==> src/rtl/bblur_pkg.sv <==
// ----------------------------------------------------------------------------
// bblur_pkg
// Types, constants and the rounded mean shared by the 3x3 box blur block.
// ----------------------------------------------------------------------------
package bblur_pkg;

  localparam int CFG_DW = 13;
  localparam int CFG_IW = 1;

  localparam logic [CFG_IW-1:0] REG_FRAME_WIDTH  = 1'd0;
  localparam logic [CFG_IW-1:0] REG_FRAME_HEIGHT = 1'd1;

  localparam int FRAME_WIDTH_RESET  = 640;
  localparam int FRAME_HEIGHT_RESET = 480;

  localparam logic FUNC_PIXEL = 1'b0;
  localparam logic FUNC_DRAIN = 1'b1;

  // reciprocals for exact floor division of values below 2^12
  localparam logic [12:0] RECIP3       = 13'd5462;
  localparam logic [4:0]  RECIP3_SHIFT = 5'd14;
  localparam logic [12:0] RECIP9       = 13'd7282;
  localparam logic [4:0]  RECIP9_SHIFT = 5'd16;

  typedef struct packed {
    logic       func;
    logic [7:0] in_red;
    logic [7:0] in_green;
    logic [7:0] in_blue;
  } pix_in_t;

  typedef struct packed {
    logic [7:0] out_red;
    logic [7:0] out_green;
    logic [7:0] out_blue;
    logic       end_of_frame;
  } pix_out_t;

  typedef struct packed {
    logic [7:0] r;
    logic [7:0] g;
    logic [7:0] b;
  } rgb_t;

  typedef struct packed {
    logic shift;
    logic clear;
    logic load;
    logic row_top;
    logic row_bot;
    logic col_left;
    logic col_right;
    logic last;
  } win_ctl_t;

  typedef struct packed {
    logic [11:0] red;
    logic [11:0] green;
    logic [11:0] blue;
    logic [3:0]  n;
    logic        last;
  } sum_t;

  // (2*sum + n) / (2*n), n in {1,2,3,4,6,9}
  function automatic logic [7:0] rounded_mean(logic [11:0] s, logic [3:0] n);
    logic [12:0] t;
    logic [11:0] u;
    logic [12:0] m;
    logic [4:0]  k;
    logic [24:0] p;
    t = {s, 1'b0} + 13'(n);
    unique case (n)
      4'd1: begin
        u = t[12:1];        m = 13'd1;  k = 5'd0;
      end
      4'd2: begin
        u = 12'(t >> 2);    m = 13'd1;  k = 5'd0;
      end
      4'd3: begin
        u = t[12:1];        m = RECIP3; k = RECIP3_SHIFT;
      end
      4'd4: begin
        u = 12'(t >> 3);    m = 13'd1;  k = 5'd0;
      end
      4'd6: begin
        u = 12'(t >> 2);    m = RECIP3; k = RECIP3_SHIFT;
      end
      4'd9: begin
        u = t[12:1];        m = RECIP9; k = RECIP9_SHIFT;
      end
      default: begin
        u = t[12:1];        m = 13'd1;  k = 5'd0;
      end
    endcase
    p = 25'(u) * 25'(m);
    return 8'(p >> k);
  endfunction

endpackage

==> src/rtl/bblur_window.sv <==
// ----------------------------------------------------------------------------
// bblur_window
// 3x3 pixel window with column shift, and the masked per-channel sums.
// ----------------------------------------------------------------------------
module bblur_window
  import bblur_pkg::*;
(
  input  logic     clk,
  input  logic     rst,
  input  win_ctl_t ctl,
  input  rgb_t     top_px,
  input  rgb_t     mid_px,
  input  rgb_t     bot_px,
  output sum_t     sums
);

  rgb_t win [9];
  rgb_t col_in [3];
  logic row_ok [3];
  logic col_ok [3];
  sum_t sum_c;

  assign col_in[0] = top_px;
  assign col_in[1] = mid_px;
  assign col_in[2] = bot_px;

  assign row_ok[0] = ctl.row_top;
  assign row_ok[1] = 1'b1;
  assign row_ok[2] = ctl.row_bot;
  assign col_ok[0] = ctl.col_left;
  assign col_ok[1] = 1'b1;
  assign col_ok[2] = ctl.col_right;

  always_ff @(posedge clk) begin
    if (rst || ctl.clear) begin
      for (int i = 0; i < 9; i++) begin
        win[i] <= '0;
      end
    end else if (ctl.shift) begin
      for (int k = 0; k < 3; k++) begin
        win[k*3 + 0] <= win[k*3 + 1];
        win[k*3 + 1] <= win[k*3 + 2];
        win[k*3 + 2] <= col_in[k];
      end
    end
  end

  always_comb begin
    sum_c = '0;
    for (int dr = 0; dr < 3; dr++) begin
      for (int dc = 0; dc < 3; dc++) begin
        if (row_ok[dr] && col_ok[dc]) begin
          sum_c.red   = sum_c.red   + 12'(win[dr*3 + dc].r);
          sum_c.green = sum_c.green + 12'(win[dr*3 + dc].g);
          sum_c.blue  = sum_c.blue  + 12'(win[dr*3 + dc].b);
          sum_c.n     = sum_c.n + 4'd1;
        end
      end
    end
    sum_c.last = ctl.last;
  end

  always_ff @(posedge clk) begin
    if (ctl.load) begin
      sums <= sum_c;
    end
  end

endmodule

==> config.mk <==
export PLATFORM = sky130hd
export DESIGN_NAME = bblur_window
export DESIGN_NICKNAME = d
export VERILOG_FILES = /design/src/rtl/bblur_pkg.sv /design/src/rtl/bblur_window.sv
export SDC_FILE = /design/constraint.sdc
export NUM_CORES = 1
export LEC_CHECK = 0
export BUFFER_PORTS_ARGS = -buffer_cell sky130_fd_sc_hd__buf_4
export CORE_ASPECT_RATIO = 0.7
export CORE_MARGIN = 1
export CORE_UTILIZATION = 45
export DETAILED_ROUTE_END_ITERATION = 8
export GPL_ROUTABILITY_DRIVEN = 0
export GPL_TIMING_DRIVEN = 1
export PLACE_DENSITY = 0.65
export REMOVE_ABC_BUFFERS = 1
export SLEW_MARGIN = 0
export SYNTH_ARGS = -nofsm -noshare
export SYNTH_HDL_FRONTEND = slang
export SYNTH_SLANG_ARGS = --single-unit
export TNS_END_PERCENT = 30
==> constraint.sdc <==
create_clock -name clk -period 11.7 [get_ports clk]
set_input_delay 1.755 -clock clk [delete_from_list [all_inputs] [get_ports clk]]
set_output_delay 1.755 -clock clk [all_outputs]
set_load 0.02 [all_outputs]
Word level (Yosys, flattened, before mapping) --
Memories as Yosys holds them, arrays and structs flattened. Cells that the tools add are included.
Storage, ports and cells: flip-flop bits (word level) 41, memory bits (writable) 216, input bits 82, logic and storage cells 74, memories kept 1
Operators by class: $add $sub $neg 32, muxes and demuxes 22, bitwise logic cells 9, reduce and logical (&&, ||, !) cells 5
Memory list:
- win | words 9, width 24, rd ports 9, clocked after Yosys merged registers in 0, wr ports 9, line bblur_window.sv:17 | rgb_t win [9];
Operator list (number):
- 12-bit by 8-bit adder with 12-bit output | 24
- 40-bit 2-to-1 mux | 7
- 24-bit 2-to-1 mux | 9
- 36-bit 2-to-1 mux | 1
- 4-bit by 1-bit adder with 4-bit output (second input constant) | 8
- 1-bit bitwise OR | 9
- 1-bit 2-to-1 mux | 5
- 1-bit logical AND | 4
- 1-bit logical OR | 1

Logic depth before layout (Yosys ltp) --
depth after elaboration 17, mapped depth 52

Worst setup path before layout --
OpenSTA, ideal clock, no wires.
path kind input -> register, start point input ctl[2] (netlist bit), end point register sums[27] (netlist bit), data pin, setup time 0.266 ns, arrival time 9.571 ns, required time 11.434 ns, setup slack 1.863 ns, stages on the path 46, cell sequence ha_1 -> buf_6 -> clkbuf_1 -> nand2_1 -> inv_1 -> ha_1 -> a21o_1 -> maj3_1 -> a21o_1 -> a21o_1 -> xor2_1 -> nand2_1 -> o21ai_0 -> ha_1 -> or3_1 -> nand2_1 -> a21oi_1 -> ha_1 -> [... 10 more ...] -> mux2i_1 -> inv_1 -> ha_1 -> o21a_1 -> a221oi_1 -> o21bai_1 -> ha_1 -> o31a_1 -> o2bb2ai_1 -> ha_1 -> nor2b_1 -> o21ai_0 -> a21oi_1 -> nand3b_1 -> nor2_1 -> nand2_1 -> o21a_1 -> xor2_1
RTL lines:
- start: declaration | line bblur_window.sv:10 | input win_ctl_t ctl,
- end signal: assignment | line bblur_window.sv:65 | sums <= sum_c;
- end: declaration | line bblur_window.sv:14 | output sum_t sums

==> results.sh <==
export IMPL_cp_depth=50
export IMPL_top_usage_layer="met2"
export IMPL_grt_start_max_net_pins=121
export IMPL_grt_remaining_overflow=0
export IMPL_grt_antenna_before_repair=0
export IMPL_skew_ps=18.0
export IMPL_finalHoldViolations=0
export IMPL_rr_startpoint="win[0][16]"
export IMPL_crit_path_max_fanout=15
export IMPL_tightest_slew_ps=972
export IMPL_synth_edf_count=257
export IMPL_htreeDepth=1
export IMPL_die_h_um=179
export IMPL_post_place_cells=2722
export IMPL_nets=2463
export IMPL_power_frac_seq_pct=37.9
export IMPL_critical_path_top_delay_family="compound AO/OA/AOI/OAI gates"
export IMPL_worst_path_max_delay_cell="ha_2"
export IMPL_setup_viol=0
export IMPL_grt_pass1_vias=14887
export IMPL_vias=14711
export IMPL_power_total_mw=2.95
export IMPL_dpl_cell_area_um2=21700
export IMPL_wire_per_inst_um=15.8
export IMPL_yosys_warnings=0
export IMPL_cp_slowest_stage_delay_ps=420
export IMPL_synth_flop_cell="edfxtp_1"
export IMPL_port_buffers=122
export IMPL_cts_buffer_depth=3
export IMPL_place_ws_ps=428
export IMPL_period_needed_ps=10620
export IMPL_synthCells=2054
export IMPL_area_growth_synth_to_final_pct=12.6
export IMPL_cts_resized=0
export IMPL_ff2ff_path_depth=48
export IMPL_cts_tree="yes"
export IMPL_drt_iter0_drc=831
export IMPL_worst_hold_slack_ps=559
export IMPL_switching_share_pct=30.7
export IMPL_synth_seq_cells=257
export IMPL_power_internal_mw=2.05
export IMPL_finalNonFillerCells=2775
export IMPL_numCtsBuffers=29
export IMPL_ys_seq_area_share_pct=38.3
export IMPL_via_per_inst=5.30
export IMPL_start_kind="input port"
export IMPL_cp_startpoint="ctl[2]"
export IMPL_netlist_area_um2=20200
export IMPL_grt_util_all_layers_pct=19.5
export IMPL_setup_tns_final_ps=0
export IMPL_die_area_um2=45700
export IMPL_firstDrtPassIters=5
export IMPL_root_buffer="clkbuf_16"
export IMPL_comb_power_share_pct=29.2
export IMPL_worstPathArrival_ps=10920
export IMPL_clock_sinks=257
export IMPL_grt_pass1_wl_mm=72.3
export IMPL_worstPathRequired_ps=12000
export IMPL_finalWirelength_mm=43.7
export IMPL_maxCapViolCount=0
export IMPL_synthArstFlopShare_pct=0
export IMPL_mostFrequentLayoutCells="edfxtp_1 (257), and2_1 (234), ha_1 (197)"
export IMPL_p_per_area_nw_per_um2=130
export IMPL_setup_ws_ps=1080
export IMPL_holdCritStartpoint="win[0][211]"
export IMPL_met1_usage_pct=26.2
export IMPL_dp_hpwl_mm=31.9
export IMPL_worst_ir_drop_vdd_mv=0.0995
export IMPL_relSlewSlack_pct=35.2
export IMPL_critical_path_most_common_cell="ha_1"
export IMPL_drive_gt1_share_pct=11.8
export IMPL_slew_viol_final=0
export IMPL_met3_usage_pct=2.41
export IMPL_clkLatencyLatePin_ps=570
export IMPL_use_met2_pct=33.2
export IMPL_final_common_cell="edfxtp_1"
export IMPL_clkTransAtPathRegs_ps=60
export IMPL_path_buf_inv=5
export IMPL_hold_path_class="flip-flop to flip-flop"
export IMPL_io_pins=123
export IMPL_status="completed"
export IMPL_rsz0062_at_grt="no"
export IMPL_ctsHoldBuffers=0
export IMPL_whs_path_depth=1
export IMPL_p_leak_nw=10.2
export IMPL_fin_area_um2=22700
export IMPL_synth_cell_types=86
export IMPL_crit_path_end_kind="flip-flop"
export IMPL_max_freq_mhz=94.2
export IMPL_ant_nets=0
export IMPL_period_share_pct=90.8
export IMPL_die_x_um=255
export IMPL_final_core_util_pct=51.6
export IMPL_cts_setup_buffers=0
export IMPL_fp_coreArea_um2=44000
export IMPL_initial_core_util_pct=45.9
export IMPL_num_rows=64
export IMPL_crit_type="input port to flip-flop"
export IMPL_drc=0
export IMPL_post_synth_cell_area_avg_um2=9.81
export IMPL_p_sw_mw=0.906
export IMPL_clock_power_share_pct=33.0
## metal layers
layer	part of all wire [%]	up-vias
met5	0	-
met4	2.5	0
met3	3.2	69
met2	46	228
met1	48	6966
li1	-	7448
## path summary, 6_finish.rpt
check	to	slack, ps
max reg2reg	sums[40]	2570
min reg2reg	win[0][187]	560
min	win[0][187]	560
max	sums[40]	1080
## power by group through the flow
stage          logic [mW]  clock network [mW]  registers [mW]
3_5_place_dp        0.858                   0            1.14
4_1_cts             0.865               0.992            1.12
2_1_floorplan       0.605                   0            1.16
3_3_place_gp        0.828                   0            1.14
6_report            0.861               0.973            1.12
5_1_grt             0.973                1.02            1.13
## sequential cells by signal (all words and copies together) (netlist names)
name,count
win,216
sums,41
## cell type report
type	instances	area, µm²
Fill cell	3982	21300
Sequential cell	257	7720
Clock buffer	33	741
Antenna cell	1	2.50
Tap cell	594	743
Multi-Input combinational cell	1592	11700
Timing Repair Buffer	141	1060
Inverter	138	518
Clock inverter	19	246
## cells by family (layout without fill, tap and decap cells)
group                      count (synthesis)  in the layout  synth area share, %
AOI/OAI and AO/OA                        484            484                 15.3
xor gates and xnor gates                 156            156                 7.21
DFF                                      257            257                 38.3
muxes                                     63             63                 3.35
buffers and inverters                    205            331                 3.86
other                                      0              1                    0
and+or+nand+nor                          662            662                 17.1
adders and majority gates                227            227                 14.9
## synthesized netlist by cell type, types with 4 or more instances
cell type | n | share of area [%]
and2_1 | 234 | 7.3
nand2_1 | 118 | 2.2
a31oi_1 | 8 | 0.25
nand3b_1 | 4 | 0.15
xor2_1 | 49 | 2.1
o31a_1 | 7 | 0.30
fa_1 | 24 | 2.4
o21ai_0 | 126 | 3.1
nand3_1 | 13 | 0.32
a211oi_1 | 16 | 0.60
buf_1 | 7 | 0.13
clkbuf_1 | 58 | 1.1
o31ai_1 | 15 | 0.56
o21bai_1 | 17 | 0.63
o21ai_1 | 15 | 0.37
inv_1 | 138 | 2.6
nor2_1 | 165 | 3.1
o22ai_1 | 5 | 0.16
nor3b_1 | 4 | 0.15
nor3_1 | 28 | 0.70
mux2i_1 | 27 | 1.3
a21boi_0 | 13 | 0.48
a21oi_1 | 136 | 3.4
edfxtp_1 | 257 | 38
o211ai_1 | 4 | 0.15
nand4_1 | 4 | 0.12
mux2_2 | 36 | 2.0
o2bb2ai_1 | 6 | 0.26
xnor2_1 | 100 | 4.3
or3_1 | 8 | 0.25
a21o_1 | 43 | 1.6
o21a_1 | 34 | 1.3
a22o_1 | 5 | 0.22
nand2b_1 | 19 | 0.59
ha_1 | 198 | 12
nor2b_1 | 41 | 1.3
Power figures use the tool's default switching activity.
