[config.mk]
export PLATFORM = sky130hd
export DESIGN_NAME = bblur_mean
export DESIGN_NICKNAME = d
export VERILOG_FILES = /design/src/rtl/bblur_pkg.sv /design/src/rtl/bblur_mean.sv
export SDC_FILE = /design/constraint.sdc
export NUM_CORES = 1
export LEC_CHECK = 0
export ABC_AREA = 1
export BUFFER_PORTS_ARGS = -buffer_cell sky130_fd_sc_hd__buf_2
export CELL_PAD_IN_SITES_DETAIL_PLACEMENT = 0
export CELL_PAD_IN_SITES_GLOBAL_PLACEMENT = 2
export CORE_MARGIN = 1
export CORE_UTILIZATION = 38
export DETAILED_ROUTE_END_ITERATION = 6
export GPL_TIMING_DRIVEN = 0
export PLACE_DENSITY_LB_ADDON = 0.05
export REMOVE_ABC_BUFFERS = 1
export SYNTH_ARGS = -nofsm -noshare
export SYNTH_HDL_FRONTEND = slang
export SYNTH_SLANG_ARGS = --single-unit
[constraint.sdc]
create_clock -name clk -period 7.85 [get_ports clk]
set_input_delay 0.785 -clock clk [delete_from_list [all_inputs] [get_ports clk]]
set_output_delay 0.785 -clock clk [all_outputs]
set_load 0.01 [all_outputs]
[src/rtl/bblur_pkg.sv]
// ----------------------------------------------------------------------------
// bblur_pkg
// Types, constants and the rounded mean shared by the 3x3 box blur block.
// ----------------------------------------------------------------------------
package bblur_pkg;

  localparam int CFG_DW = 13;
  localparam int CFG_IW = 1;

  localparam logic [CFG_IW-1:0] REG_FRAME_WIDTH  = 1'd0;
  localparam logic [CFG_IW-1:0] REG_FRAME_HEIGHT = 1'd1;

  localparam int FRAME_WIDTH_RESET  = 640;
  localparam int FRAME_HEIGHT_RESET = 480;

  localparam logic FUNC_PIXEL = 1'b0;
  localparam logic FUNC_DRAIN = 1'b1;

  // reciprocals for exact floor division of values below 2^12
  localparam logic [12:0] RECIP3       = 13'd5462;
  localparam logic [4:0]  RECIP3_SHIFT = 5'd14;
  localparam logic [12:0] RECIP9       = 13'd7282;
  localparam logic [4:0]  RECIP9_SHIFT = 5'd16;

  typedef struct packed {
    logic       func;
    logic [7:0] in_red;
    logic [7:0] in_green;
    logic [7:0] in_blue;
  } pix_in_t;

  typedef struct packed {
    logic [7:0] out_red;
    logic [7:0] out_green;
    logic [7:0] out_blue;
    logic       end_of_frame;
  } pix_out_t;

  typedef struct packed {
    logic [7:0] r;
    logic [7:0] g;
    logic [7:0] b;
  } rgb_t;

  typedef struct packed {
    logic shift;
    logic clear;
    logic load;
    logic row_top;
    logic row_bot;
    logic col_left;
    logic col_right;
    logic last;
  } win_ctl_t;

  typedef struct packed {
    logic [11:0] red;
    logic [11:0] green;
    logic [11:0] blue;
    logic [3:0]  n;
    logic        last;
  } sum_t;

  // (2*sum + n) / (2*n), n in {1,2,3,4,6,9}
  function automatic logic [7:0] rounded_mean(logic [11:0] s, logic [3:0] n);
    logic [12:0] t;
    logic [11:0] u;
    logic [12:0] m;
    logic [4:0]  k;
    logic [24:0] p;
    t = {s, 1'b0} + 13'(n);
    unique case (n)
      4'd1: begin
        u = t[12:1];        m = 13'd1;  k = 5'd0;
      end
      4'd2: begin
        u = 12'(t >> 2);    m = 13'd1;  k = 5'd0;
      end
      4'd3: begin
        u = t[12:1];        m = RECIP3; k = RECIP3_SHIFT;
      end
      4'd4: begin
        u = 12'(t >> 3);    m = 13'd1;  k = 5'd0;
      end
      4'd6: begin
        u = 12'(t >> 2);    m = RECIP3; k = RECIP3_SHIFT;
      end
      4'd9: begin
        u = t[12:1];        m = RECIP9; k = RECIP9_SHIFT;
      end
      default: begin
        u = t[12:1];        m = 13'd1;  k = 5'd0;
      end
    endcase
    p = 25'(u) * 25'(m);
    return 8'(p >> k);
  endfunction

endpackage

[src/rtl/bblur_mean.sv]
// ----------------------------------------------------------------------------
// bblur_mean
// Rounded mean per channel and the result output register.
// ----------------------------------------------------------------------------
module bblur_mean
  import bblur_pkg::*;
(
  input  logic     clk,
  input  logic     rst,
  input  sum_t     sums,
  input  logic     load,
  output logic     ready,
  output logic     res_valid,
  input  logic     res_stall,
  output pix_out_t res
);

  assign ready = !res_valid || !res_stall;

  always_ff @(posedge clk) begin
    if (rst) begin
      res_valid <= 1'b0;
    end else if (load) begin
      res_valid <= 1'b1;
    end else if (!res_stall) begin
      res_valid <= 1'b0;
    end
  end

  always_ff @(posedge clk) begin
    if (load) begin
      res.out_red      <= rounded_mean(sums.red,   sums.n);
      res.out_green    <= rounded_mean(sums.green, sums.n);
      res.out_blue     <= rounded_mean(sums.blue,  sums.n);
      res.end_of_frame <= sums.last;
    end
  end

endmodule

# After elaboration in Yosys (flattened, before gate mapping)
# Cells that the tools add are included.
[totals]
in_bits = 45
ramBits = 0
reg_bits = 26
memories = 0
mem_bits_ro = 0
output_inout_bits = 27
latchBits = 0
[classes]
n_mul = 3
muxes = 12
n_div = 0
bitwise_logic = 0
reduce_logical = 5
n_lt_le_gt_ge = 0
shifts = 3
n_eq_ne = 6
add_sub_neg = 3
[op_table]
columns = ["cell", "n"]
rows = [
  ["$mul 12x13->25", 3],
  ["$shr 25x5->8", 3],
  ["$pmux 12 s2", 3],
  ["$add 13x4->13", 3],
  ["$mux 12", 3],
  ["$pmux 13 s2", 1],
  ["$mux 13", 1],
  ["$pmux 5 s2", 1],
  ["$eq 4x2->1 const B", 2],
  ["$eq 4x3->1 const B", 2],
  ["$mux 5", 1],
  ["$eq 4x4->1 const B", 1],
  ["$reduce_or 2->1", 2],
  ["$logic_not 1->1", 2],
  ["$mux 1", 2],
  ["$ne 2x2->1 const B", 1],
  ["$logic_or 1x1->1", 1],
]

# Longest topological paths before layout
[depth]
depth_word = 6
depth_mapped = 36
mapped_depth_nobuf = 36

# Worst setup path after synthesis
# OpenSTA, ideal clock, no wires.
[synth_path]
kind = "input port to flip-flop"
startpoint = "input sums[2] (netlist name)"
endpoint = "register res[19] (netlist name) (data pin)"
required_time_ns = 7.590
arrival_time_ns = 6.178
slack_ns = 1.413
n_path_buf = 0
setup_time_ns = 0.260
cell_stages = 27
path_cell_list = "ha_1 > inv_1 > fa_1 > inv_1 > nand2_1 > nand2_1 > nand3_1 > nor2_1 > xor2_1 > nand2_1 > o211ai_1 > nand2_1 > fa_1 > fa_1 > fa_1 > inv_1 > fa_1 > inv_1 > fa_1 > inv_1 > ha_1 > a21oi_1 > o21ai_0 > nand3b_1 > or2_2 > nand3_1 > nand3_1"
[synth_via]
elab_chain_cells = 6
elab_cells_between_ends = 16
classes_between = "1 x add/sub; 1 x mul; 5 x eq/ne; 1 x shift; 6 x mux; 2 x reduce/logical"
[synth_rtl]
columns = ["element", "line", "text"]
rows = [
  ["start: declaration", "bblur_mean.sv:10", "input sum_t sums,"],
  ["parallel branches: the longest is 5 deep, another holds $mul 12x13->25", "n/a", ""],
  ["$shr 25x5->8 (*)", "bblur_pkg.sv:96", "return 8'(p >> k);"],
  ["end: declaration", "bblur_mean.sv:15", "output pix_out_t res"],
]
# Mark *: on every way between the ends. The select of a mux whose other input is x is not followed.
# A chain may end at the register's enable or synchronous reset.

# Worst setup path after layout
# Ends and elaborated chain as after synthesis.

==> flow_summary_export.csv <==
group,metric,value,unit
synth,seq_area_frac_synth,5.14,%
worst_setup_path,worst_setup_path_startpoint,"sums[2]",
timing,clock.fmax,135,MHz
placed_design,dp_hpwl,39100,µm
timing,setup_repair_after_global_routing_missed_its_margin,"no",
clock_network,cts_max_path_buffers,2,
placed_design,place.gp.congestion,0.868,
synth,number_of_storage_elements_in_the_synthesis_netlist,26,
synth,synth_simple_gate_area_share,22.6,%
placed_design,io_buffer_count,71,
clock_network,cts-root-buf,"sky130_fd_sc_hd__clkbuf_16",
timing,period_utilisation_layout,94.4,%
worst_setup_path,r2r_slack,7.29,ns
synth,yosys_cell_types,43,
synth,postSynthCellCount,2120,
cells_and_area,mostFrequentLayoutCell,"sky130_fd_sc_hd__inv_1",
min_path,holdCritPathClass,"reg -> reg",
worst_setup_path,data_arrival_time_of_the_worst_path,7.43,ns
synth,syn_area_per_cell,7.07,µm²
routing,via_per_inst,4.73,
power,vdd_ir_drop_max,0.106,mV
floorplan,dieArea,40200,µm²
cells_and_area,fin_nets,2673,
routing,remaining_drc_errors,0,
clock_network,h_tree_levels,1,
routing,detail_route.wirelength,44500,µm
floorplan,fp.coreArea,38700,µm²
clock_network,path_clk_slew,0.08,ns
clock_network,post-cts-setup-buffer-count,0,
worst_setup_path,kind_of_capture_point_of_the_worst_setup_path,"flip-flop",
global_routing,gr-usage-met1,31.7,%
synth,synth_fa_ha_area_share,48.1,%
floorplan,number_of_rows_in_the_core_area,72,
global_routing,wire_length_of_the_first_global_routing_pass,72800,µm
routing,drt-initial-drc-count,745,
floorplan,die-height,201,µm
cells_and_area,syn2layout_area_growth,7.39,%
synth,post_synth_instance_area,15000,µm²
placed_design,placedCellCount,2686,
cells_and_area,most-common-layout-cells,"617 x sky130_fd_sc_hd__inv_1, 430 x sky130_fd_sc_hd__nand2_1, 249 x sky130_fd_sc_hd__ha_1",
global_routing,grt_max_degree,44,
timing,relSlewSlack,9.65,%
timing,final-hold-violation-count,0,
min_path,hp-start,"res_valid",
worst_setup_path,timing.critical_path.required,7.87,ns
global_routing,antenna_found_initial,0,
power,cell_leakage_power,9.53,nW
global_routing,congestion_overflow_gr,0,
cells_and_area,n_antenna_cell,0,
floorplan,die_width,201,µm
routing,dr.pass1.iters,5,
power,post_route_total_power,1.85,mW
synth,synth_top_family_by_area,"adder cells",
worst_setup_path,worst-path-max-fanout,15,
run_status,outcome,"finished, final reports clean",
synth,synth_top_cells_by_area,"sky130_fd_sc_hd__fa_1 27%, sky130_fd_sc_hd__ha_1 21%, sky130_fd_sc_hd__inv_1 16%",
clock_network,insertion_delay,0.28,ns
worst_setup_path,timing.critical_path.from_type,"input pin",
timing,tightestPinTransition,1.35,ns
synth,netlist.area_leader.share,27.3,%
routing,vias,12700,
clock_network,clock_sink_count,26,
global_routing,grt.met3_usage,2.08,%
synth,post_synth_mux_area_share,0,%
synth,synth_compound_area_share,5.98,%
routing,detail-route-antenna-nets,0,
global_routing,grt.met2_usage,40.5,%
synth,synth-xor-area-share,1.52,%
clock_network,post_cts_resize_count,0,
synth,synth_top_area_cell,"sky130_fd_sc_hd__fa_1",
power,cellPowerDensity,115,nW/µm²
cells_and_area,final_layout_size_suffix_gt1_share,5.34,%
cells_and_area,n_fill_cell,4250,
placed_design,pre_cts_slack,-0.276,ns
timing,final.min_clock_period,7.41,ns
timing,finClkSkew,0,ns
timing,final_max_slew_viol_count,0,
clock_network,cts.hold.buffers_added,0,
worst_setup_path,r2r-start,"res_valid",
global_routing,top_usage_layer_grt,"met2",
worst_setup_path,timing_worst_setup_path_type,"in -> reg",
timing,tns,0,ns
job,maxCapViolCount,0,
timing,setup-violations-final,0,
global_routing,grt_use_total,23.2,%
clock_network,numCtsBuffers,3,
clock_network,cts_tree,"built",
synth,yosys_warnings,0,
floorplan,pin_count,72,
floorplan,floorplan.initialDensity,38.7,%
timing,holdWs,0.472,ns
global_routing,via_count_of_the_first_global_routing_pass,13600,
timing,fin_ws,0.437,ns
routing,routed_wire_length_per_instance,16.5,µm
cells_and_area,finish.cell_count_without_fillers,2692,
## logic make-up after synthesis
logic type,count (synthesis)
AOI/OAI and AO/OA,157
other,2
DFF,26
buffers and inverters,656
adders and majority gates,453
xor gates and xnor gates,26
and+or+nand+nor,800
## per-stage QoR
stage / util, % / instance area, µm²
6_report: 41.5 / 16100
5_1_grt: 41.5 / 16100
4_1_cts: 41.5 / 16100
3_5_place_dp: 41.2 / 16000
3_3_place_gp: 40.9 / 15900
2_1_floorplan: - / 14800
## flip-flops by register name (all words and copies together), names as in the netlist
name / count
res_valid: 1
res: 25
## worst max-delay path, cell delays in order
cell and delay [ns]:
sky130_fd_sc_hd__buf_2 0.27, sky130_fd_sc_hd__nand2_1 0.24, sky130_fd_sc_hd__nor2_4 0.47, sky130_fd_sc_hd__inv_1 0.40, sky130_fd_sc_hd__nand2_4 0.36, sky130_fd_sc_hd__o22ai_1 0.16
sky130_fd_sc_hd__a21oi_2 0.29, sky130_fd_sc_hd__nor2_2 0.07, sky130_fd_sc_hd__inv_1 0.10, sky130_fd_sc_hd__fa_1 0.49, sky130_fd_sc_hd__fa_1 0.55, sky130_fd_sc_hd__fa_1 0.50
sky130_fd_sc_hd__inv_1 0.05, sky130_fd_sc_hd__fa_1 0.53, sky130_fd_sc_hd__inv_1 0.05, sky130_fd_sc_hd__fa_1 0.53, sky130_fd_sc_hd__inv_1 0.04, sky130_fd_sc_hd__ha_1 0.36
sky130_fd_sc_hd__a21oi_1 0.22, sky130_fd_sc_hd__o21ai_0 0.18, sky130_fd_sc_hd__nand3b_1 0.21, sky130_fd_sc_hd__or2_2 0.30, sky130_fd_sc_hd__nand3_1 0.07, sky130_fd_sc_hd__nand3_1 0.17
## cell type report
| cell class | instances | area [µm²] | share of cell area (%) |
|---|---|---|---|
| Clock buffer | 3 | 75.1 | 0.467 |
| Clock inverter | 1 | 30.0 | 0.187 |
| Inverter | 623 | 2340 | 14.5 |
| Multi-Input combinational cell | 1444 | 11800 | 73.2 |
| Sequential cell | 26 | 771 | 4.79 |
| Tap cell | 518 | 648 | 4.03 |
| Timing Repair Buffer | 77 | 453 | 2.81 |
## layer usage
| metal | part of all wire, % | up-vias |
|---|---|---|
| met4 | 1.2 | 0 |
| met3 | 2.6 | 26 |
| met2 | 48 | 159 |
| met1 | 49 | 6048 |
| met5 | 0 | - |
| li1 | - | 6510 |
## synth_stat cells
cell type                  count
sky130_fd_sc_hd__buf_4         1
sky130_fd_sc_hd__nor2_4        2
sky130_fd_sc_hd__nand3_1     160
sky130_fd_sc_hd__a31oi_1       3
sky130_fd_sc_hd__o211ai_2      1
sky130_fd_sc_hd__a31o_2        2
sky130_fd_sc_hd__inv_2         3
sky130_fd_sc_hd__fa_1        204
sky130_fd_sc_hd__o21ai_1       2
sky130_fd_sc_hd__or2_1         1
sky130_fd_sc_hd__a21o_1        7
sky130_fd_sc_hd__clkinv_1      1
sky130_fd_sc_hd__clkbuf_1     18
sky130_fd_sc_hd__o21bai_1     10
sky130_fd_sc_hd__buf_6         1
sky130_fd_sc_hd__o21ai_0      49
sky130_fd_sc_hd__nor2_1      144
sky130_fd_sc_hd__xnor2_1      12
sky130_fd_sc_hd__a21boi_0      1
sky130_fd_sc_hd__nand4_1      22
sky130_fd_sc_hd__ha_1        249
sky130_fd_sc_hd__inv_1       619
sky130_fd_sc_hd__o22ai_1       4
sky130_fd_sc_hd__nand2_1     431
sky130_fd_sc_hd__o21ai_2       3
sky130_fd_sc_hd__nor2_2        1
sky130_fd_sc_hd__xor2_1       14
sky130_fd_sc_hd__dfxtp_1       1
sky130_fd_sc_hd__nand2_4       1
sky130_fd_sc_hd__buf_2        13
sky130_fd_sc_hd__conb_1        2
sky130_fd_sc_hd__nand3b_1     11
sky130_fd_sc_hd__nor3_4        1
sky130_fd_sc_hd__nand2_2       2
sky130_fd_sc_hd__or2_0         1
sky130_fd_sc_hd__a21oi_1      65
sky130_fd_sc_hd__o211ai_1      6
sky130_fd_sc_hd__and2_1        2
sky130_fd_sc_hd__o221ai_1      3
sky130_fd_sc_hd__nor3_1       10
sky130_fd_sc_hd__a21oi_2       1
sky130_fd_sc_hd__edfxtp_1     25
sky130_fd_sc_hd__or2_2        11
## power by group
part	internal [mW]	total (mW)	switching (mW)
sequential	0.199	0.206	0.00690
combinational	0.534	1.48	0.948
clock	0.102	0.167	0.0643
## final timing paths
kind	cells past startpoint	endpoint
worst max-delay path	24	res[19]
worst min-delay path	2	res_valid
worst max register to register	2	res_valid
worst min register to register	2	res_valid
(Power assumes the default switching activity.)
